`src/base58_encoder_core_assert.svh`:
```
// Assertion macros shared by the encoder RTL.
// Each use expands to one labeled concurrent assertion clocked on clk, off while rst is high.
`ifndef BASE58_ENCODER_CORE_ASSERT_SVH
`define BASE58_ENCODER_CORE_ASSERT_SVH

// Same-cycle implication.
`define B58_ASSERT_NOW(lbl, ante, cons, msg) \
  lbl: assert property (@(posedge clk) disable iff (rst) (ante) |-> (cons)) else $error(msg);

// Next-cycle implication.
`define B58_ASSERT_NEXT(lbl, ante, cons, msg) \
  lbl: assert property (@(posedge clk) disable iff (rst) (ante) |=> (cons)) else $error(msg);

`endif

```
`src/b58_pkg.sv`:
```
package b58_pkg;

  typedef enum logic [1:0] {
    S_LOAD,
    S_DIV,
    S_FETCH,
    S_WAIT
  } b58_state_t;

  typedef struct packed {
    logic shift;
    logic load;
    logic clear;
  } b58_cell_ctl_t;

  localparam int unsigned B58_RADIX = 58;
  // floor(x / 58) == (x * B58_RECIP) >> B58_SHIFT for every x below 58 * 256
  localparam int unsigned B58_RECIP = 18079;
  localparam int unsigned B58_SHIFT = 20;

  localparam logic [6:0] B58_ONE = 7'h31;

  // Digit value to ASCII; the top six entries are never addressed.
  localparam logic [7:0] B58_ALPHA [64] = '{
    "1", "2", "3", "4", "5", "6", "7", "8", "9",
    "A", "B", "C", "D", "E", "F", "G", "H", "J", "K", "L", "M", "N",
    "P", "Q", "R", "S", "T", "U", "V", "W", "X", "Y", "Z",
    "a", "b", "c", "d", "e", "f", "g", "h", "i", "j", "k", "m", "n",
    "o", "p", "q", "r", "s", "t", "u", "v", "w", "x", "y", "z",
    "1", "1", "1", "1", "1", "1"
  };

  function automatic logic [6:0] b58_char(input logic [5:0] idx);
    logic [7:0] c;
    c = B58_ALPHA[idx];
    return c[6:0];
  endfunction

endpackage

```
`src/b58_ram.sv`:
```
module b58_ram #(
  parameter int WIDTH = 8,
  parameter int DEPTH = 32
) (
  input  logic                                   clk,
  input  logic                                   we,
  input  logic [(DEPTH > 1 ? $clog2(DEPTH) : 1)-1:0] waddr,
  input  logic [WIDTH-1:0]                       wdata,
  input  logic                                   re,
  input  logic [(DEPTH > 1 ? $clog2(DEPTH) : 1)-1:0] raddr,
  output logic [WIDTH-1:0]                       rdata
);

  logic [WIDTH-1:0] mem [DEPTH];

  always_ff @(posedge clk) begin
    if (we) begin
      mem[waddr] <= wdata;
    end
    if (re) begin
      rdata <= mem[raddr];
    end
  end

endmodule

```
`src/b58_cell.sv`:
```
module b58_cell (
  input  logic                  clk,
  input  b58_pkg::b58_cell_ctl_t ctl,
  input  logic [7:0]            data_byte,
  input  logic [7:0]            shift_in,
  output logic [7:0]            value
);

  // Shift during a division pass; otherwise take a byte or clear.
  always_ff @(posedge clk) begin
    if (ctl.shift) begin
      value <= shift_in;
    end else if (ctl.load) begin
      value <= data_byte;
    end else if (ctl.clear) begin
      value <= '0;
    end
  end

endmodule

```
`src/b58_div58.sv`:
```
module b58_div58 (
  input  logic [5:0] rem_in,
  input  logic [7:0] byte_in,
  output logic [7:0] quo,
  output logic [5:0] rem_out
);

  import b58_pkg::*;

  logic [13:0] cur;
  logic [28:0] prod;
  logic [13:0] q58;
  logic [13:0] diff;

  always_comb begin
    cur     = {rem_in, byte_in};
    prod    = 29'(cur) * 29'(B58_RECIP);
    quo     = prod[B58_SHIFT +: 8];
    // q * 58 as shifts: 64q - 4q - 2q
    q58     = {quo, 6'b0} - {4'b0, quo, 2'b0} - {5'b0, quo, 1'b0};
    diff    = cur - q58;
    rem_out = diff[5:0];
  end

endmodule

```
`src/base58_encoder_core.sv`:
```
// Base58 encoder: one request byte per cycle while loading, least significant first.
// After the closing byte, each output digit takes one division pass over the cell row,
// then each character is fetched through the digit store read port; no new request is
// taken until the last character has been loaded into the output register.
// Synchronous active-high rst clears all control state; byte cells and digit store
// hold no reset value.
`include "base58_encoder_core_assert.svh"

module base58_encoder_core #(
  parameter int MAX_BYTES = 32,
  parameter int MAX_CHARS = 44
) (
  input  logic       clk,
  input  logic       rst,
  input  logic [7:0] data_byte,
  input  logic       last_byte,
  input  logic       data_valid,
  output logic       data_ready,
  output logic [6:0] out_char,
  output logic       last_char,
  output logic       char_valid,
  input  logic       char_ready
);

  import b58_pkg::*;

  // Upper bound on base58 digits of a MAX_BYTES number (log 256 / log 58 < 1.366).
  localparam int DIG_DEPTH = (MAX_BYTES * 1366) / 1000 + 2;
  localparam int AW  = $clog2(DIG_DEPTH);
  localparam int DCW = $clog2(DIG_DEPTH + 1);
  localparam int CW  = $clog2(MAX_BYTES + 1);
  localparam int PW  = (MAX_BYTES > 1) ? $clog2(MAX_BYTES) : 1;
  localparam int KW  = $clog2(MAX_CHARS + 1);
  localparam int SW  = DCW + CW + 1;

  b58_state_t state, state_next;

  // Control registers
  logic [CW-1:0]  byte_count;   // bytes held in the cell row
  logic [CW-1:0]  zrun;         // current run of zero bytes at the top end
  logic [CW-1:0]  zeros;        // leading zero bytes of the closed request
  logic [DCW-1:0] dcnt;         // digits written to the store
  logic [KW-1:0]  k;            // characters emitted so far
  logic [PW-1:0]  cyc;          // position within a division pass
  logic [5:0]     rem;          // running remainder of the pass
  logic           nz;           // a nonzero quotient byte seen this pass

  // Datapath
  logic [7:0]     cell_q  [MAX_BYTES];
  logic [7:0]     cell_in [MAX_BYTES];
  b58_cell_ctl_t  cell_ctl [MAX_BYTES];
  logic [7:0]     quo;
  logic [5:0]     rem_out;
  logic [5:0]     rdata;

  logic           accept;
  logic           store;
  logic [CW-1:0]  stored_n;
  logic [CW-1:0]  zrun_n;
  logic           pass_end;
  logic           more;
  logic [SW-1:0]  sum;
  logic [KW-1:0]  tot;
  logic           is_last;
  logic           in_zero;
  logic [SW-1:0]  rd_idx;
  logic           out_free;
  logic           load_char;
  logic           ram_re;

  // ---------------------------------------------------------------------------
  // Request intake and pass bookkeeping
  // ---------------------------------------------------------------------------
  always_comb begin
    accept   = data_valid && data_ready;
    // Bytes past MAX_BYTES are the most significant; drop them.
    store    = byte_count < CW'(MAX_BYTES);
    stored_n = store ? byte_count + 1'b1 : byte_count;
    if (!store) begin
      zrun_n = zrun;
    end else if (data_byte == 8'd0) begin
      zrun_n = zrun + 1'b1;
    end else begin
      zrun_n = '0;
    end

    // The top cell leaves the row each cycle of a pass; its quotient enters cell 0.
    pass_end = (state == S_DIV) && (cyc == PW'(MAX_BYTES - 1));
    more     = nz || (quo != 8'd0);

    // Characters to emit: leading ones plus digits, clipped to MAX_CHARS.
    sum      = SW'(zeros) + SW'(dcnt);
    tot      = (sum > SW'(MAX_CHARS)) ? KW'(MAX_CHARS) : sum[KW-1:0];
    is_last  = ({1'b0, k} + 1'b1) == {1'b0, tot};
    in_zero  = SW'(k) < SW'(zeros);
    // Digits sit least significant first; read from the top down.
    rd_idx   = SW'(dcnt) + SW'(zeros) - SW'(k) - SW'(1);

    out_free  = !char_valid || char_ready;
    load_char = (state == S_WAIT) && out_free;
  end

  // ---------------------------------------------------------------------------
  // Sequencer
  // ---------------------------------------------------------------------------
  always_ff @(posedge clk) begin
    if (rst) begin
      state <= S_LOAD;
    end else begin
      state <= state_next;
    end
  end

  always_comb begin
    state_next = state;
    data_ready = 1'b0;
    ram_re     = 1'b0;
    case (state)
      S_LOAD: begin
        data_ready = 1'b1;
        if (accept && last_byte) begin
          // An all-zero number has no digits; go straight to the ones.
          state_next = (zrun_n == stored_n) ? S_FETCH : S_DIV;
        end
      end
      S_DIV: begin
        if (pass_end && !more) begin
          state_next = S_FETCH;
        end
      end
      S_FETCH: begin
        ram_re     = 1'b1;
        state_next = S_WAIT;
      end
      S_WAIT: begin
        if (load_char) begin
          state_next = is_last ? S_LOAD : S_FETCH;
        end
      end
      default: begin
        state_next = S_LOAD;
      end
    endcase
  end

  always_ff @(posedge clk) begin
    if (rst) begin
      byte_count <= '0;
      zrun       <= '0;
      zeros      <= '0;
      dcnt       <= '0;
      k          <= '0;
      cyc        <= '0;
      rem        <= '0;
      nz         <= 1'b0;
      char_valid <= 1'b0;
    end else begin
      if (accept) begin
        if (last_byte) begin
          // Close the request: latch leading zeros, arm a fresh encoding.
          byte_count <= '0;
          zrun       <= '0;
          zeros      <= zrun_n;
          dcnt       <= '0;
          k          <= '0;
          cyc        <= '0;
          rem        <= '0;
          nz         <= 1'b0;
        end else begin
          byte_count <= stored_n;
          zrun       <= zrun_n;
        end
      end
      if (state == S_DIV) begin
        if (pass_end) begin
          // Remainder of the last byte is the next digit; restart the pass.
          cyc  <= '0;
          rem  <= '0;
          nz   <= 1'b0;
          dcnt <= dcnt + 1'b1;
        end else begin
          cyc  <= cyc + 1'b1;
          rem  <= rem_out;
          nz   <= more;
        end
      end
      if (load_char) begin
        char_valid <= 1'b1;
        k          <= k + 1'b1;
      end else if (char_ready) begin
        char_valid <= 1'b0;
      end
    end
  end

  // Output register: holds while the consumer stalls, frees the intake side.
  always_ff @(posedge clk) begin
    if (load_char) begin
      out_char  <= in_zero ? B58_ONE : b58_char(rdata);
      last_char <= is_last;
    end
  end

  // ---------------------------------------------------------------------------
  // Byte cell row: cell i holds byte i of the number during load, and the row
  // rotates toward the top during a pass so the quotient ends where it began.
  // ---------------------------------------------------------------------------
  for (genvar i = 0; i < MAX_BYTES; i++) begin : g_cell
    if (i == 0) begin : g_head
      assign cell_in[i] = quo;
    end else begin : g_body
      assign cell_in[i] = cell_q[i-1];
    end

    always_comb begin
      cell_ctl[i].shift = (state == S_DIV);
      cell_ctl[i].load  = accept && store && (byte_count == CW'(i));
      cell_ctl[i].clear = accept && (byte_count == '0);
    end

    b58_cell u_cell (
      .clk       (clk),
      .ctl       (cell_ctl[i]),
      .data_byte (data_byte),
      .shift_in  (cell_in[i]),
      .value     (cell_q[i])
    );
  end

  // One byte of long division by 58 per cycle.
  b58_div58 u_div (
    .rem_in  (rem),
    .byte_in (cell_q[MAX_BYTES-1]),
    .quo     (quo),
    .rem_out (rem_out)
  );

  // Digit store, least significant digit at address 0.
  b58_ram #(
    .WIDTH (6),
    .DEPTH (DIG_DEPTH)
  ) u_digits (
    .clk   (clk),
    .we    (pass_end),
    .waddr (dcnt[AW-1:0]),
    .wdata (rem_out),
    .re    (ram_re),
    .raddr (rd_idx[AW-1:0]),
    .rdata (rdata)
  );

  // ---------------------------------------------------------------------------
  // Checks
  // ---------------------------------------------------------------------------
  `B58_ASSERT_NOW(a_digit_bound, 1'b1, dcnt <= DCW'(DIG_DEPTH), "digit count past store depth")
  `B58_ASSERT_NOW(a_byte_bound, 1'b1, byte_count <= CW'(MAX_BYTES), "byte count past cell row")
  `B58_ASSERT_NEXT(a_pass_done, pass_end && !more, state == S_FETCH, "zero quotient did not end passes")
  `B58_ASSERT_NEXT(a_last_idle, load_char && is_last, state == S_LOAD && last_char, "final char not flagged")
  `B58_ASSERT_NEXT(a_lead_one, load_char && in_zero, out_char == B58_ONE, "leading zero byte not sent as one")

endmodule
```
`config.mk`:
```
export PLATFORM = sky130hd
export DESIGN_NAME = base58_encoder_core
export DESIGN_NICKNAME = d
export VERILOG_FILES = /design/src/b58_pkg.sv /design/src/b58_ram.sv /design/src/b58_cell.sv /design/src/b58_div58.sv /design/src/base58_encoder_core.sv
export VERILOG_INCLUDE_DIRS = /design/src /design/src/src
export SDC_FILE = /design/constraint.sdc
export NUM_CORES = 1
export LEC_CHECK = 0
export ABC_AREA = 1
export BUFFER_PORTS_ARGS = -buffer_cell sky130_fd_sc_hd__buf_2
export CAP_MARGIN = 15
export CORE_UTILIZATION = 65
export CTS_CLUSTER_DIAMETER = 200
export DETAILED_ROUTE_END_ITERATION = 6
export PLACE_DENSITY = 0.9
export SETUP_SLACK_MARGIN = 0.02
export SLEW_MARGIN = 20
export SYNTH_ARGS = -nofsm -noshare
export SYNTH_HDL_FRONTEND = slang
export SYNTH_HIERARCHICAL = 1
export SYNTH_SLANG_ARGS = --single-unit
```
`constraint.sdc`:
```
create_clock -name clk -period 23.2 [get_ports clk]
set_input_delay 4.64 -clock clk [delete_from_list [all_inputs] [get_ports clk]]
set_output_delay 4.64 -clock clk [all_outputs]
set_load 0.1 [all_outputs]
```
After elaboration in Yosys (flattened, before gate mapping)
Memories as Yosys holds them, arrays and structs flattened. A register that Yosys moved wholly into a read port is not among the register bits.
Index checks and enable logic that the tools add are counted.
- register bits: 302
- word-level logic and storage cells: 290
- memories: 2
- memory bits (read-only): 512
- memory bits (writable): 270
- bits of input ports: 13
- output and inout port bits: 10
- reduce and logical (&&, ||, !) cells: 88
- multiplexer cells: 100
- multiply operators: 1
- bitwise operators: 1
- order comparisons: 3
- equal/unequal tests: 40
- add/subtract/negate cells: 12
- memory list (memory ; depth ; bits a word ; read ports ; clocked after Yosys merged registers in ; write ports ; RTL line ; text):
    (no name shown) ; 64 ; 8 ; 1 ; 1 ; 0 ; b58_pkg.sv:35 ; c = B58_ALPHA[idx];
    u_digits.mem ; 45 ; 6 ; 1 ; 1 ; 1 ; b58_ram.sv:14 ; logic [WIDTH-1:0] mem [DEPTH];
- operators with widths (operator ; number):
    2-to-1 mux 8 bit ; 65
    == test 6 x 5 -> 1 bit (second input constant) ; 16
    nonzero test 3 bit ; 32
    2-to-1 mux 6 bit ; 15
    == test 6 x 4 -> 1 bit (second input constant) ; 8
    logical AND 1 bit ; 39
    multiplier 14 x 15 -> 28 bit (second input constant) ; 1
    adder 6 x 1 -> 6 bit (second input constant) ; 4
    == test 6 x 3 -> 1 bit (second input constant) ; 4
    2-to-1 mux 5 bit ; 4
    subtractor 6 bit ; 3
    == test 6 x 2 -> 1 bit (second input constant) ; 2
    2-to-1 mux 1 bit ; 10
    2-to-1 mux 2 bit ; 5
    nonzero test 2 bit ; 5
    zero test 8 bit ; 1
    case mux 2 bit (4 select lines) ; 1
    nonzero test 8 bit ; 1
    adder 6 x 1 -> 7 bit (second input constant) ; 1
    adder 6 x 6 -> 7 bit ; 1
    == test 7 x 6 -> 1 bit ; 1
    > comparator 7 x 6 -> 1 bit (second input constant) ; 1
    inverter 6 -> 7 bit ; 1
    == test 6 x 1 -> 1 bit (second input constant) ; 1
    17 further kinds ; 23

Longest topological paths before layout
- depth after elaboration: 7
- gate-level depth with buffers: 35
- mapped depth without buffers: 35

Modules after synthesis
Netlist, hierarchy kept.
- modules (own cells, without submodules) (module ; cells an instance ; area an instance (um^2) ; times used ; sequential area each (um^2)):
    b58_cell ; 37 ; 367.9 ; 32 ; 240.2
    b58_ram ; 954 ; 11338.4 ; 1 ; 8287.9
    b58_div58 ; 554 ; 4466.8 ; 1 ; 0.0
    base58_encoder_core ; 616 ; 4087.7 ; 1 ; 1141.1

Worst setup path after synthesis
OpenSTA, ideal clock, no wires.
- kind: register -> register
- from: reg rem[3]
- to: mem u_digits.mem[0][4] (data pin)
- clock period less this slack: 7.554 ns
- data arrival time: 7.087 ns
- buffers on the path: 0
- data required time: 22.732 ns
- stages on the path, launching flop included: 26
- setup time: 0.468 ns
- slack: 15.646 ns
- cells stage by stage: dfxtp_1 fa_1 nand2_1 inv_1 nor2_1 ha_1 inv_1 fa_1 inv_1 fa_1 fa_1 fa_1 ha_1 nand2_1 nor2_1 nand2_1 nor3_1 nand2_1 o211ai_1 xor2_1 ha_1 xnor2_1 ha_1 inv_1 fa_1 xnor2_1
- RTL lines (element ; RTL line ; text):
    start: declaration ; base58_encoder_core.sv:45 ; logic [5:0] rem;
    start signal: assignment ; base58_encoder_core.sv:183 ; rem <= rem_out;
    end: declaration ; b58_ram.sv:14 ;

==> summary.md <==
| Metric | Value |
|---|---|
| Status | `finished, violations left` |
| Violated checks | `design-rule violations` |
| CTS clk-pin slew, worst paths | `60 ps` |
| Sw Ratio | `41.0%` |
| Min Clock Period, post-route | `7540 ps` |
| # resized after CTS | `0` |
| Clock skew | `17.6 ps` |
| Worst path most repeated cell | `fa_1` |
| Setup crit start kind | `flip-flop` |
| Critical Path Max Stage Delay | `560 ps` |
| Fin nets | `3514` |
| Synth unique cells | `56` |
| Leak | `0.0144 uW` |
| FF+latch count, synth | `585` |
| CTS tree | `yes` |
| Syn avg cell area | `9.57 sq um` |
| Slew margin rel. | `29.4%` |
| Port bufs | `22` |
| TritonCTS Buffers | `53` |
| Post-place instance area | `31800 sq um` |
| Max Slew Vio Count | `0` |
| First-pass detailed-route iteration total | `7` |
| Fin area | `33600 sq um` |
| Hold Path Cell Cnt | `2` |
| Crit path max fanout | `46` |
| Post-DR wirelength/cell | `19.3 microns` |
| Worst setup path start | `rem[3]` |
| Layout area overhead | `6.23%` |
| Yosys Warn Count | `6` |
| Max-Cap Viols | `0` |
| Internal power | `3310 uW` |
| Synth Cell Area | `31700 sq um` |
| Layout cells sized above 1 | `6.78%` |
| Critical Path Sink | `rem[4]` |
| Gpl congestion | `0.919` |
| Seq pwr share | `39.2%` |
| Worst R2R Start | `rem[3]` |
| Worst-Margin Slew | `1060 ps` |
| Core ar. | `47800 sq um` |
| First-pass GRT wire length | `121000 microns` |
| Worst reg2reg path depth | `27` |
| Row cnt | `80` |
| CTS root buffer | `clkbuf_16` |
| Path type of the worst setup path | `reg2reg` |
| Vias in the first global route | `23633` |
| DRC Markers | `1` |
| Initial Util | `66.2%` |
| Final setup violation count | `0` |
| Initial antenna violation count | `2` |
| Die ar. | `49600 sq um` |
| H-tree levels | `2` |
| Combinational share of power | `44.8%` |
| Final wirelength | `76000 microns` |
| Largest net degree at the start of global routing | `91` |
| Sequential share of the synthesized area | `54.1%` |
| Largest area contributor in the netlist | `edfxtp_1` |
| Die H | `223 microns` |
| Hold Slack | `471 ps` |
| Fin util | `70.3%` |
| WP data arrival | `8050 ps` |
| R2r setup slk | `15660 ps` |
| Clock share of power | `16.0%` |
| Vias | `24278` |
| Detail Route Antenna Nets | `0` |
| Worst path required time | `23710 ps` |
| Synth top area cells | `edfxtp_1 (51%), nand2_1 (13%), nand3_1 (7.6%)` |
| Hold buffer count at CTS | `0` |
| Worst R2R End | `rem[4]` |
| # clock sinks | `585` |
| Post-detail-place hpwl | `47500 microns` |
| Final hold violations | `0` |
| Mapped Cells | `3308` |
| Clock tree buffer depth | `3` |
| Initial drt markers | `3362` |
| FMAX | `133 MHz` |
| Pwr Density | `167 nW/um^2` |
| HP Class | `reg2reg` |
| Period Utilization, post-route | `32.5%` |
| Synth Net Count | `3548` |
| Setup_tns | `0 ps` |
| Clk_lat worst skew | `600 ps` |
| RSZ-0062 raised after global routing | `false` |
| Switching pwr | `2300 uW` |
| Io pins | `23` |
| Top cell type's share of synthesized area | `51.2%` |
| GRT overflow | `0` |
| Die X | `223 microns` |
| Total Routing Usage GR | `30.7%` |
| CP Capture Type | `flip-flop` |
| Peak VDD IR | `0.000410 V` |
| Setup bufs post-CTS | `0` |
| Via density | `6.17` |
| Crit path max-delay cell type | `dfxtp_1` |
-- critical path: cells and delay by family, from the launching register on --
kind	cells	cell delay (ps)
simple gates	8	1080
buf+inv	4	570
xor+xnor	3	770
compound gates	2	350
flops	1	560
fa+ha+maj	10	4110
-- cells in the mapped netlist (all sizes together) --
cell type / instances
a211oi: 3
a21o: 4
a21oi: 78
a221oi: 2
a22oi: 2
a31oi: 5
a32o: 1
a32oi: 1
and3: 1
buf: 115
clkbuf: 23
clkinv: 2
dfxtp: 45
edfxtp: 540
fa: 65
ha: 162
inv: 290
nand2: 1076
nand3: 482
nand3b: 2
nand4: 21
nor2: 225
nor3: 19
nor3b: 1
nor4: 9
o2111ai: 1
o211ai: 3
o21ai: 66
o21bai: 4
o22ai: 23
o31ai: 1
o32ai: 3
or2: 4
xnor2: 9
xor2: 20
-- stage by stage --
step                std cells  setup WS [ps]  power, uW
global placement         3834          15670       4560
CTS                      3933          15720       5590
finish                   3934          15660       5610
detailed placement       3834          15590       4700
global route             3934          15210       5950
floorplan                3308          15650       3830
-- how the worst min path moves through the flow --
stage	startpoint	end	slack (ps)
floorplan	cyc[4]	cyc[4]	450
global placement	cyc[3]	cyc[3]	450
detailed placement	cyc[3]	cyc[3]	460
CTS	cyc[3]	cyc[3]	470
global route	cyc[4]	cyc[4]	500
finish	cyc[3]	cyc[3]	470
-- flip-flops by register name, indices dropped and copies added, names as in the netlist --
register,flops
zrun,6
dcnt,6
char_valid,1
u_digits/rdata,6
zeros,6
state,2
out_char,7
rem,6
nz,1
g_cell.u_cell/value,256
byte_count,6
last_char,1
k,6
cyc,5
u_digits/mem,270
-- metal layers --
layer	up-vias	GRT usage (%)	wire length, microns
met4	2	16.1	3950
met3	351	5.01	7380
met5	-	0	15
met2	1605	52.0	37400
li1	11064	-	-
met1	11256	38.1	27300
-- logic make-up (layout without fill, tap and decap cells) --
kind of cell / Yosys count / after routing / share of synthesized area, %
xor gates and xnor gates: 29 / 29 / 0.826
buffers and inverters: 430 / 440 / 6.56
AOI/OAI and AO/OA: 197 / 197 / 3.54
and+or+nand+nor: 1840 / 1840 / 24.5
adders and majority gates: 227 / 227 / 10.5
other: 0 / 1 / 0
DFF: 585 / 585 / 54.1
-- cell type report --
cell class,instances,area (sq um)
fillers,3025,14200
well taps,615,769
repair buffers,49,313
clock inverters,20,168
inverters,292,1100
flip-flops and latches,585,17100
multi-input cells,2293,12500
diodes,1,2.50
clock buffers,79,1630
-- power groups by stage --
stage / Combinational (uW) / Clock, uW / Sequential (uW)
4_1_cts: 2500 / 897 / 2200
2_1_floorplan: 1600 / 0 / 2230
3_3_place_gp: 2350 / 0 / 2210
6_report: 2510 / 897 / 2200
3_5_place_dp: 2480 / 0 / 2220
5_1_grt: 2800 / 936 / 2210
-- layout by cell type, fill, tap and decap left out, drive strengths merged, types with 4 or more instances in the layout --
master / instances
a21o: 4
a21oi: 78
a31oi: 5
buf: 49
clkbuf: 79
clkinv: 14
dfxtp: 45
edfxtp: 540
fa: 65
ha: 162
inv: 294
nand2: 1076
nand3: 482
nand4: 21
nor2: 225
nor3: 19
nor4: 9
o21ai: 66
o21bai: 4
o22ai: 23
or2: 4
xnor2: 9
xor2: 20
(Power assumes the default switching activity.)
